--- config.mk ---
export PLATFORM = sky130hd
export DESIGN_NAME = decimal_display_formatter
export DESIGN_NICKNAME = d
export VERILOG_FILES = /design/src/rtl/core/ddf_pkg.sv /design/src/rtl/core/ddf_digit_div.sv /design/src/rtl/core/decimal_display_formatter.sv
export SDC_FILE = /design/constraint.sdc
export NUM_CORES = 1
export LEC_CHECK = 0
export ABC_AREA = 0
export BUFFER_PORTS_ARGS = -buffer_cell sky130_fd_sc_hd__buf_2
export CORE_MARGIN = 3
export CORE_UTILIZATION = 64
export DETAILED_ROUTE_END_ITERATION = 10
export GPL_ROUTABILITY_DRIVEN = 1
export PLACE_DENSITY_LB_ADDON = 0.08
export SETUP_SLACK_MARGIN = 0.15
export SYNTH_ARGS = -nofsm -noshare
export SYNTH_HDL_FRONTEND = slang
export SYNTH_SLANG_ARGS = --single-unit
--- constraint.sdc ---
create_clock -name i_clk -period 12.4 [get_ports i_clk]
set_clock_uncertainty 0.05 [all_clocks]
set_input_delay 1.86 -clock i_clk [delete_from_list [all_inputs] [get_ports i_clk]]
set_output_delay 1.86 -clock i_clk [all_outputs]
set_load 0.1 [all_outputs]
--- src/rtl/core/ddf_pkg.sv ---
`default_nettype none
// ============================================================================
// ddf_pkg
// Shared types and constants of the decimal display formatter.
// ============================================================================
package ddf_pkg;

    // Digit positions handled by the divider, units position is 0.
    localparam int unsigned MAX_DIGITS = 10;
    localparam int unsigned POS_W      = $clog2(MAX_DIGITS + 1);

    localparam logic [POS_W-1:0] TOP_POS = POS_W'(MAX_DIGITS - 1);

    // Powers of ten, one for each digit position.
    localparam logic [31:0] POW10 [MAX_DIGITS] = '{
        32'd1, 32'd10, 32'd100, 32'd1000, 32'd10000, 32'd100000,
        32'd1000000, 32'd10000000, 32'd100000000, 32'd1000000000
    };

    // ASCII codes.
    localparam logic [6:0] CHAR_NUL   = 7'h00;
    localparam logic [6:0] CHAR_SPACE = 7'h20;
    localparam logic [6:0] CHAR_POINT = 7'h2E;
    localparam logic [6:0] CHAR_ZERO  = 7'h30;

    // Configuration register indexes.
    localparam logic [1:0] REG_DIGIT_COUNT   = 2'd0;
    localparam logic [1:0] REG_POINT_PLACES  = 2'd1;
    localparam logic [1:0] REG_LEADING_MODE  = 2'd2;
    localparam logic [1:0] REG_TRAILING_MODE = 2'd3;

    // Zero handling modes.
    localparam logic [1:0] LEAD_SHOW   = 2'd0;
    localparam logic [1:0] LEAD_BLANK  = 2'd1;
    localparam logic [1:0] TRAIL_SHOW  = 2'd0;
    localparam logic [1:0] TRAIL_BLANK = 2'd1;
    localparam logic [1:0] TRAIL_SKIP  = 2'd2;

    typedef enum logic [2:0] {
        S_IDLE,
        S_DIV,
        S_PNT,
        S_CHR,
        S_FLUSH
    } t_state;

    // Commands from the sequencer to the digit divider.
    typedef struct packed {
        logic load;
        logic step;
        logic next_pos;
    } t_div_ctrl;

    // Status of the digit divider.
    typedef struct packed {
        logic             done;
        logic             last_pos;
        logic             rest_zero;
        logic [POS_W-1:0] pos;
        logic [3:0]       digit;
    } t_div_stat;

endpackage
`default_nettype wire

--- src/rtl/core/ddf_digit_div.sv ---
`default_nettype none
// ============================================================================
// ddf_digit_div
// Repeated-subtraction digit divider built around one 32-bit subtractor.
// ============================================================================
module ddf_digit_div (
    input  wire                  i_clk,
    input  wire                  i_rst_n,
    input  wire  [31:0]          i_number,
    input  ddf_pkg::t_div_ctrl   i_ctrl,
    output ddf_pkg::t_div_stat   o_stat
);

    logic [31:0]               r_val;
    logic [3:0]                r_dig;
    logic [ddf_pkg::POS_W-1:0] r_pos;

    logic [31:0] w_pow;
    logic [32:0] w_diff;
    logic        w_borrow;

    // The remaining value minus the power of ten of the current position.
    assign w_pow    = ddf_pkg::POW10[r_pos];
    assign w_diff   = {1'b0, r_val} - {1'b0, w_pow};
    assign w_borrow = w_diff[32];

    always_ff @(posedge i_clk) begin
        if (!i_rst_n) begin
            r_pos <= ddf_pkg::TOP_POS;
            r_dig <= 4'd0;
        end else if (i_ctrl.load) begin
            r_val <= i_number;
            r_dig <= 4'd0;
            r_pos <= ddf_pkg::TOP_POS;
        end else if (i_ctrl.next_pos) begin
            r_dig <= 4'd0;
            r_pos <= r_pos - 1'b1;
        end else if (i_ctrl.step && !w_borrow) begin
            r_val <= w_diff[31:0];
            r_dig <= r_dig + 4'd1;
        end
    end

    // Once done, r_dig is the digit and r_val the value of all lower digits.
    assign o_stat.done      = w_borrow;
    assign o_stat.last_pos  = (r_pos == '0);
    assign o_stat.rest_zero = (r_val == 32'd0);
    assign o_stat.pos       = r_pos;
    assign o_stat.digit     = r_dig;

endmodule
`default_nettype wire

--- src/rtl/core/decimal_display_formatter.sv ---
`default_nettype none
// ============================================================================
// decimal_display_formatter
// Formats a 32-bit unsigned value as a string of ASCII decimal characters.
// ============================================================================
// A value is taken with start while busy is low and is then converted one
// digit position at a time, from the thousand-millions position down to
// the units, by a single 32-bit subtractor that removes the current power of
// ten until the remainder falls below it. Positions at or above digit_count
// are worked through but not shown, which keeps the value modulo
// 10^digit_count. Characters leave one per strobe on o_char_valid, most
// significant first, each with its running count and a last flag; a value
// whose string is empty gives a single NUL with last set and count 0. The
// receiver cannot stall, so it must take every strobe. The time a conversion
// takes grows with the digits of the raw input, since the subtraction loop
// of the shared divider removes one power of ten per step, and with the
// number of positions shown.
// Configuration transfers are always ready and must only be made while busy
// is low.
// ============================================================================
module decimal_display_formatter (
    input  wire         i_clk,
    input  wire         i_rst_n,
    input  wire         start,
    output logic        busy,
    input  wire  [31:0] i_number,
    input  wire         i_cfg_valid,
    output logic        o_cfg_ready,
    input  wire  [1:0]  i_cfg_index,
    input  wire  [3:0]  i_cfg_data,
    output logic        o_char_valid,
    output logic [6:0]  o_char_code,
    output logic        o_last_char,
    output logic [3:0]  o_char_count
);

    // Configuration registers.
    logic [3:0] r_digit_count;
    logic [3:0] r_point_places;
    logic [1:0] r_leading_mode;
    logic [1:0] r_trailing_mode;

    ddf_pkg::t_state n_state, r_state;

    // Per-value flags: zeros are now shown (a significant digit came, or show mode), the point is passed.
    logic r_sig;
    logic r_frac;

    // One character is held back so that the last one can be flagged.
    logic       r_pend_vld;
    logic [6:0] r_pend_chr;
    logic [3:0] r_cnt;

    logic       r_out_vld;
    logic [6:0] r_out_chr;
    logic       r_out_last;
    logic [3:0] r_out_cnt;

    ddf_pkg::t_div_ctrl w_ctrl;
    ddf_pkg::t_div_stat w_stat;

    logic       w_push;
    logic [6:0] w_push_chr;
    logic       w_set_frac;
    logic       w_set_sig;
    logic       w_end;

    logic [3:0] w_n;
    logic       w_shown;
    logic       w_point_here;
    logic       w_tail_zero;
    logic       w_tblank;
    logic       w_tskip;

    ddf_digit_div u_div (
        .i_clk    (i_clk),
        .i_rst_n  (i_rst_n),
        .i_number (i_number),
        .i_ctrl   (w_ctrl),
        .o_stat   (w_stat)
    );

    // Digit count is clamped to the number of positions the divider has.
    assign w_n = (r_digit_count > 4'(ddf_pkg::MAX_DIGITS)) ?
                 4'(ddf_pkg::MAX_DIGITS) : r_digit_count;

    assign w_shown      = (4'(w_stat.pos) < w_n);
    assign w_tail_zero  = (w_stat.digit == 4'd0) && w_stat.rest_zero;
    assign w_tblank     = (r_trailing_mode == ddf_pkg::TRAIL_BLANK);
    assign w_tskip      = (r_trailing_mode == ddf_pkg::TRAIL_SKIP);
    assign w_point_here = (r_point_places != 4'd0) && (r_point_places <= w_n) &&
                          (4'(w_stat.pos) == r_point_places - 4'd1);

    // A fraction that ends in zeros under skip mode stops the string here.
    assign w_end = r_frac && w_tail_zero && w_tskip;

    // Next state.
    always_comb begin
        n_state = r_state;
        case (r_state)
            ddf_pkg::S_IDLE: begin
                if (start) begin
                    n_state = ddf_pkg::S_DIV;
                end
            end
            ddf_pkg::S_DIV: begin
                if (w_stat.done) begin
                    if (w_shown) begin
                        n_state = ddf_pkg::S_PNT;
                    end else if (w_stat.last_pos) begin
                        n_state = ddf_pkg::S_FLUSH;
                    end
                end
            end
            ddf_pkg::S_PNT: begin
                n_state = ddf_pkg::S_CHR;
            end
            ddf_pkg::S_CHR: begin
                if (w_end || w_stat.last_pos) begin
                    n_state = ddf_pkg::S_FLUSH;
                end else begin
                    n_state = ddf_pkg::S_DIV;
                end
            end
            ddf_pkg::S_FLUSH: begin
                n_state = ddf_pkg::S_IDLE;
            end
            default: begin
                n_state = ddf_pkg::S_IDLE;
            end
        endcase
    end

    // Sequencer outputs.
    always_comb begin
        w_ctrl     = '0;
        w_push     = 1'b0;
        w_push_chr = ddf_pkg::CHAR_NUL;
        w_set_frac = 1'b0;
        w_set_sig  = 1'b0;
        case (r_state)
            ddf_pkg::S_IDLE: begin
                w_ctrl.load = start;
            end
            ddf_pkg::S_DIV: begin
                w_ctrl.step = 1'b1;
                // Hidden positions only reduce the value.
                if (w_stat.done && !w_shown && !w_stat.last_pos) begin
                    w_ctrl.next_pos = 1'b1;
                end
            end
            ddf_pkg::S_PNT: begin
                if (w_point_here) begin
                    w_set_frac = 1'b1;
                    // An all-zero fraction drops the point when blanked or skipped.
                    if (!((w_tblank || w_tskip) && w_tail_zero)) begin
                        w_push     = 1'b1;
                        w_push_chr = ddf_pkg::CHAR_POINT;
                    end
                end
            end
            ddf_pkg::S_CHR: begin
                if (r_frac && w_tail_zero && (w_tskip || w_tblank)) begin
                    if (w_tblank) begin
                        w_push     = 1'b1;
                        w_push_chr = ddf_pkg::CHAR_SPACE;
                    end
                end else if (r_sig || (w_stat.digit != 4'd0) ||
                             (4'(w_stat.pos) == r_point_places)) begin
                    w_set_sig  = 1'b1;
                    w_push     = 1'b1;
                    w_push_chr = ddf_pkg::CHAR_ZERO + {3'b000, w_stat.digit};
                end else if (r_leading_mode == ddf_pkg::LEAD_BLANK) begin
                    w_push     = 1'b1;
                    w_push_chr = ddf_pkg::CHAR_SPACE;
                end
                if (!w_end && !w_stat.last_pos) begin
                    w_ctrl.next_pos = 1'b1;
                end
            end
            ddf_pkg::S_FLUSH: begin
            end
            default: begin
            end
        endcase
    end

    always_ff @(posedge i_clk) begin
        if (!i_rst_n) begin
            r_state         <= ddf_pkg::S_IDLE;
            r_digit_count   <= 4'd10;
            r_point_places  <= 4'd0;
            r_leading_mode  <= ddf_pkg::LEAD_SHOW;
            r_trailing_mode <= ddf_pkg::TRAIL_SHOW;
            r_sig           <= 1'b0;
            r_frac          <= 1'b0;
            r_pend_vld      <= 1'b0;
            r_cnt           <= 4'd0;
            r_out_vld       <= 1'b0;
        end else begin
            r_state <= n_state;

            // A character is strobed when a new one releases it or at the flush.
            r_out_vld <= (w_push && r_pend_vld) || (r_state == ddf_pkg::S_FLUSH);

            if (i_cfg_valid) begin
                case (i_cfg_index)
                    ddf_pkg::REG_DIGIT_COUNT:   r_digit_count   <= i_cfg_data;
                    ddf_pkg::REG_POINT_PLACES:  r_point_places  <= i_cfg_data;
                    ddf_pkg::REG_LEADING_MODE:  r_leading_mode  <= i_cfg_data[1:0];
                    ddf_pkg::REG_TRAILING_MODE: r_trailing_mode <= i_cfg_data[1:0];
                    default: begin
                    end
                endcase
            end

            if (w_ctrl.load) begin
                r_sig      <= (r_leading_mode == ddf_pkg::LEAD_SHOW);
                r_frac     <= 1'b0;
                r_pend_vld <= 1'b0;
                r_cnt      <= 4'd0;
            end
            if (w_set_frac) begin
                r_frac <= 1'b1;
            end
            if (w_set_sig) begin
                r_sig <= 1'b1;
            end

            // A new character releases the one held before it.
            if (w_push) begin
                if (r_pend_vld) begin
                    r_out_chr  <= r_pend_chr;
                    r_out_last <= 1'b0;
                    r_out_cnt  <= r_cnt + 4'd1;
                    r_cnt      <= r_cnt + 4'd1;
                end
                r_pend_vld <= 1'b1;
                r_pend_chr <= w_push_chr;
            end

            // The held character is the last; with none the string is empty.
            if (r_state == ddf_pkg::S_FLUSH) begin
                r_out_last <= 1'b1;
                r_pend_vld <= 1'b0;
                if (r_pend_vld) begin
                    r_out_chr <= r_pend_chr;
                    r_out_cnt <= r_cnt + 4'd1;
                end else begin
                    r_out_chr <= ddf_pkg::CHAR_NUL;
                    r_out_cnt <= 4'd0;
                end
            end
        end
    end

    assign busy         = (r_state != ddf_pkg::S_IDLE);
    assign o_cfg_ready  = 1'b1;
    assign o_char_valid = r_out_vld;
    assign o_char_code  = r_out_chr;
    assign o_last_char  = r_out_last;
    assign o_char_count = r_out_cnt;

    // The last character closes the string and nothing follows it at once.
    a_last_then_quiet: assert property (@(posedge i_clk) disable iff (!i_rst_n)
        (o_char_valid && o_last_char) |=> !o_char_valid)
        else $error("character transfer right after the last character");

    // A character that is not the last belongs to a conversion still running.
    a_mid_while_busy: assert property (@(posedge i_clk) disable iff (!i_rst_n)
        (o_char_valid && !o_last_char) |-> busy)
        else $error("non-final character while idle");

    // A count of zero marks only the empty string.
    a_empty_is_nul: assert property (@(posedge i_clk) disable iff (!i_rst_n)
        (o_char_valid && (o_char_count == 4'd0)) |-> (o_last_char &&
        (o_char_code == ddf_pkg::CHAR_NUL)))
        else $error("zero count on a non-empty character");

    // An accepted value starts a conversion.
    a_start_busy: assert property (@(posedge i_clk) disable iff (!i_rst_n)
        (start && !busy) |=> busy)
        else $error("accepted value did not start a conversion");

endmodule
`default_nettype wire
Word-level counts from Yosys, hierarchy flattened
Memory sizes are Yosys's and may differ from the RTL's.
Cells that the tools add are included.
Widths: inputs -> output; s select.

storage, ports and cells
  ROM bits = 512
  register bits = 82
  input port bits = 42
  logic and storage cells = 147
  memories = 1
  output and inout port bits = 15

memories
  name              words  bits a word  read ports  clocked after Yosys merged registers in  wr ports  RTL line             source
  (name not given)  16     32           1           0                                        0         ddf_digit_div.sv:23  assign w_pow = ddf_pkg::POW10[r_pos];

operators by class
  bitwise gates (word level) = 2
  magnitude comparators = 4
  add/subtract/negate cells = 6
  eq/ne operators = 16
  multiplexer cells = 54
  reductions and logical operators = 47

operators with widths
  cell                 number
  $mux 32              5
  $mux 7               6
  $sub 32x32->33       1
  $logic_not 32->1     1
  $mux 4               8
  $mux 6               4
  $mux 1               22
  $mux 3               5
  $pmux 7 s2           1
  $logic_and 1x1->1    12
  $pmux 3 s4           1
  $reduce_bool 2->1    6
  $reduce_and 2->1     5
  $reduce_and 3->1     3
  $add 4x1->4 const B  2
  $eq 4x4->1           2
  $logic_not 4->1      2
  $reduce_bool 4->1    2
  $sub 4x1->4 const B  2
  $add 6x4->7 const A  1
  $eq 2x1->1 const B   3
  $eq 2x2->1 const B   3
  $eq 3x2->1 const B   2
  $ge 5x5->1 const B   1
  other kinds (18)     29

Depth between registers and ports, before layout
  depth in word-level cells = 11
  gate-level depth with buffers = 16

Hierarchy
From an unflattened synthesis, not the netlist that was laid out.

second synthesis, totals
  cells, all modules = 660
  area, all modules = 5829.3 sq um

by module, submodules not included
  module                     seq. area each (sq um)  cells each  area each (sq um)  times used
  ddf_digit_div              1121.1                  448         3702.3             1
  decimal_display_formatter  970.9                   212         2127.0             1

Worst setup path after synthesis
No wires, ideal clock.

  path type = register to register
  from = reg u_div.r_pos[0] (netlist name)
  to = reg u_div.r_val[0] (enable)
  path slack = 6722 ps
  cell stages (with the launch flop) = 14
  library setup time = 470 ps
  data arrival time = 5158 ps
  cells stage by stage = dfxtp_1 buf_2 inv_1 ha_1 and2_1 ha_1 fa_1 nor2b_4 o31a_4 o2111ai_4 a211oi_4 o2111a_1 o21ai_1 a21boi_0

on the way
  longest elaborated chain between the ends = 11

ends and longest elaborated chain
  what                                        RTL line                          source
  from (decl)                                 ddf_digit_div.sv:16               logic [ddf_pkg::POS_W-1:0] r_pos;
  from (signal assigned)                      ddf_digit_div.sv:29               r_pos <= ddf_pkg::TOP_POS;
  from (signal assigned)                      ddf_digit_div.sv:34               r_pos <= ddf_pkg::TOP_POS;
  from (signal assigned)                      ddf_digit_div.sv:37               r_pos <= r_pos - 1'b1;
  $not 4->5 (not written as such)             ddf_digit_div.sv:23
  $mem_v2 16x32                               --
  $mux 32 (not written as such) (2 in a row)  ddf_digit_div.sv:23
  $sub 32x32->33                              ddf_digit_div.sv:24               assign w_diff = {1'b0, r_val} - {1'b0, w_pow};
  $logic_and 1x1->1 (2 in a row)              decimal_display_formatter.sv:148  if (w_stat.done && !w_shown && !w_stat.last_pos) begin
  $mux 1                                      decimal_display_formatter.sv:148
  $pmux 1 s2                                  decimal_display_formatter.sv:141  case (r_state)
  $ne 2x1->1 (no line)                        --
  $reduce_and 3->1 (no line) *                --
  to (signal assigned)                        ddf_digit_div.sv:32               r_val <= i_number;
  to (signal assigned)                        ddf_digit_div.sv:39               r_val <= w_diff[31:0];
  to (decl)                                   ddf_digit_div.sv:14               logic [31:0] r_val;

Every way passes the cells marked *; elsewhere a longest branch is shown, timed or not. The select of a mux whose other input is x is not followed.
A chain may end at the register's enable or synchronous reset.

Worst setup path in the final report
  from = reg u_div.r_pos[0] (netlist name)
  to = reg u_div.r_val[31] (enable)

Same word-level chain as after synthesis.

==> load_flow_metrics.sql <==
INSERT INTO impl_metrics (metric_group, metric, value, unit) VALUES
('detailed_routing', 'starting_drc_count_in_detailed_routing', '310', ''),
('detailed_routing', 'dr_total_vias', '5164', ''),
('timing', 'post-route-min-period', '4610', 'ps'),
('worst_setup_path', 'critPathMaxStageDelay', '910', 'ps'),
('floorplan', 'chipWidth', '102', 'um'),
('power', 'p_per_area', '121', 'nW/um^2'),
('worst_setup_path', 'worst_path_max_delay_cell', 'a21boi_4', ''),
('logic_synthesis', 'yosys.area.top_type_share', '25.0', '%'),
('floorplan', 'io_pins', '57', ''),
('detailed_routing', 'drt-wirelength-per-cell', '17.2', 'um'),
('timing', 'finalHoldViolations', '0', ''),
('power', 'switching_share_of_power', '36.0', '%'),
('run', 'timing.max_cap.violations', '0', ''),
('cells_and_area', 'antenna_cells', '0', ''),
('clocking', 'postCtsSetupRepairBufs', '0', ''),
('floorplan', 'dieArea', '10400', 'sq um'),
('clocking', 'clk_pin_slew_worst_paths', '90', 'ps'),
('cells_and_area', 'ratio_of_cells_with_drive_above_1_in_the_final_layout', '12.2', '%'),
('place', 'globalplace.congestion', '0.918', ''),
('clocking', 'number_of_buffers_on_the_longest_clock_path', '2', ''),
('worst_setup_path', 'critical_path.startpoint_type', 'register', ''),
('logic_synthesis', 'postSynthRegisterBits', '80', ''),
('clocking', 'cts_tree', 'yes', ''),
('power', 'comb_power_share', '32.4', '%'),
('global_routing', 'vias_in_the_first_global_route', '4934', ''),
('logic_synthesis', 'synth.yosys.seq_area_share', '35.6', '%'),
('clocking', 'ctsResizeCount', '0', ''),
('power', 'internal_power', '495', 'uW'),
('timing', 'worst_case_headroom_to_the_max_slew_limit', '24.9', '%'),
('floorplan', 'area_of_the_core_region', '8810', 'sq um'),
('logic_synthesis', 'number_of_instances_in_the_synthesized_netlist', '664', ''),
('worst_setup_path', 'path_cells', 'inv_1, ha_1, and2_1, ha_1, fa_1, nor2b_4, o31a_4, o2111ai_4, a211oi_4, o2111a_1, o21ai_1, a21boi_4', ''),
('power', 'peakVddDrop', '0.0856', 'mV'),
('logic_synthesis', 'post_synth.cell_area_avg', '8.85', 'sq um'),
('global_routing', 'globalRoute.totalOverflow', '0', ''),
('power', 'netSwitchingPower', '278', 'uW'),
('floorplan', 'die_height', '102', 'um'),
('cells_and_area', 'syn2layout_area_growth', '8.92', '%'),
('logic_synthesis', 'yosys_warn_count', '0', ''),
('detailed_routing', 'routed_via_density', '6.28', ''),
('place', 'postPlaceCellArea', '6210', 'sq um'),
('logic_synthesis', 'synthesized_cell_area', '5870', 'sq um'),
('global_routing', 'grt_util_all_layers', '28.1', '%'),
('power', 'clkPwrFrac', '24.7', '%'),
('clocking', 'cts_hold_repair.buffers', '0', ''),
('timing', 'final-setup-viol-count', '0', ''),
('global_routing', 'grt_first_pass_wirelength', '22700', 'um'),
('worst_setup_path', 'critPathRequiredTime', '12340', 'ps'),
('cells_and_area', 'postLayoutCellArea', '6400', 'sq um'),
('place', 'dp_worst_setup_slack', '7830', 'ps'),
('worst_setup_path', 'worstPathBufferInverterCount', '1', ''),
('clocking', 'htreeDepth', '3', ''),
('detailed_routing', 'detail-route-antenna-nets', '0', ''),
('global_routing', 'grt_max_degree', '52', ''),
('logic_synthesis', 'ys_async_sr_fraction', '0', '%'),
('power', 'p_seq_share', '42.9', '%'),
('worst_setup_path', 'worst-path-max-fanout', '32', ''),
('worst_hold_path', 'worstHoldPathType', 'register to register', ''),
('timing', 'minimum_setup_slack_in_the_final_design', '7790', 'ps'),
('logic_synthesis', 'syn_nets', '757', ''),
('timing', 'timing_max_transition_violations_final', '0', ''),
('worst_setup_path', 'critical_path.top_delay_family', 'compound AO/OA/AOI/OAI gates', ''),
('run_status', 'result_of_the_run', 'finished clean', ''),
('timing', 'total_negative_setup_slacks', '0', 'ps'),
('logic_synthesis', 'dominantRegCellSynth', 'edfxtp_1', ''),
('logic_synthesis', 'yosys-top-cells-area', 'edfxtp_1, ha_1, dfxtp_1', ''),
('timing', 'max_freq', '0.217', 'GHz'),
('place', 'place.detailed.hpwl', '10600', 'um'),
('clocking', 'cts_inserted_buffers', '9', ''),
('detailed_routing', 'length_of_the_first_detailed_routing_pass_in_iterations', '5', ''),
('clocking', 'clock_latency_reported_for_the_late_side_of_the_worst_skew_pair', '370', 'ps');
-- metrics by stage --
stage / util, % / hold slack [ps] / cells / total power, uW
6_report: 72.7 / 471 / 822 / 773
3_3_place_gp: 70.5 / 443 / 806 / 574
4_1_cts: 72.7 / 469 / 822 / 772
5_1_grt: 72.7 / 500 / 822 / 816
2_1_floorplan: - / 410 / 664 / 524
3_5_place_dp: 70.5 / 441 / 806 / 582
-- cell type report --
cell class,count,area (sq um)
Fill cell,694,2410
Multi-Input combinational cell,534,3590
Clock inverter,5,38.8
Inverter,28,105
Tap cell,108,135
Sequential cell,80,2090
Clock buffer,11,153
Timing Repair Buffer,56,285
-- tightest hold or removal path, delay by kind of cell (launching register included) --
kind / cells / cell delay, ps
flip-flops: 1 / 340
AO/OA/AOI/OAI: 2 / 140
-- cells in the final DEF (no fill, tap or decap), types with 11 or more instances in the layout --
cell type  Yosys  layout
xor2_1        15      15
o21a_1        16      16
dfxtp_1       31      31
nand3_1       13      13
a21o_1        11      11
nor4_1        11      11
nor2b_1       26      26
xnor2_1       14      14
nand2_1       63      62
nor3_1        20      20
mux2i_1       17      17
edfxtp_1      49      49
a21oi_1       64      64
ha_1          50      50
inv_1         27      27
nor2_1        57      57
o21ai_0       31      31
buf_2          3      54
-- power by group through the flow --
stage | sequential (uW) | combinational, uW | clock (uW)
2_1_floorplan | 332 | 192 | 0
3_3_place_gp | 336 | 238 | 0
3_5_place_dp | 337 | 246 | 0
4_1_cts | 331 | 248 | 193
5_1_grt | 333 | 277 | 205
6_report | 331 | 250 | 191
-- state kept, by name, summed over array words and instances, names as in the netlist, 3 cells and up --
name            count
o_char_code         6
o_char_count        4
r_cnt               4
r_digit_count       4
r_pend_chr          6
r_point_places      4
r_state             3
u_div.r_dig         4
u_div.r_pos         4
u_div.r_val        32
-- path summary, 6_finish.rpt --
check / slack (ps) / cells past startpoint / from / end
setup reg to reg: 7790 / 12 / u_div.r_pos[0] / u_div.r_val[31]
hold reg to reg: 470 / 2 / u_div.r_dig[3] / u_div.r_dig[3]
hold / removal: 470 / 2 / u_div.r_dig[3] / u_div.r_dig[3]
setup / recovery: 7790 / 12 / u_div.r_pos[0] / u_div.r_val[31]
-- cell usage after synthesis (16+ instances only) --
library cell	instances
clkbuf_1	16
edfxtp_1	49
nor2b_1	26
o21ai_0	31
nand2_1	63
a21oi_1	64
dfxtp_1	31
nor3_1	20
mux2i_1	17
o21a_1	16
nor2_1	57
ha_1	50
inv_1	27
-- layer usage --
| metal | GRT usage (%) | share of wire, % | wire [um] |
|---|---|---|---|
| met5 | 0 | 0 | 0 |
| met4 | 10.7 | 2.9 | 413 |
| met3 | 6.96 | 6.5 | 917 |
| met2 | 50.2 | 50 | 7040 |
| met1 | 32.5 | 41 | 5730 |
-- cells by family after synthesis --
group	after synthesis	share of synthesized area, %
adders and majority gates	51	11.0
xor gates and xnor gates	29	4.32
muxes	17	2.90
DFF	80	35.6
buffers and inverters	50	3.51
AOI/OAI and AO/OA	174	19.6
other	2	0.128
and+or+nand+nor	261	22.9
(Power assumes the default switching activity.)
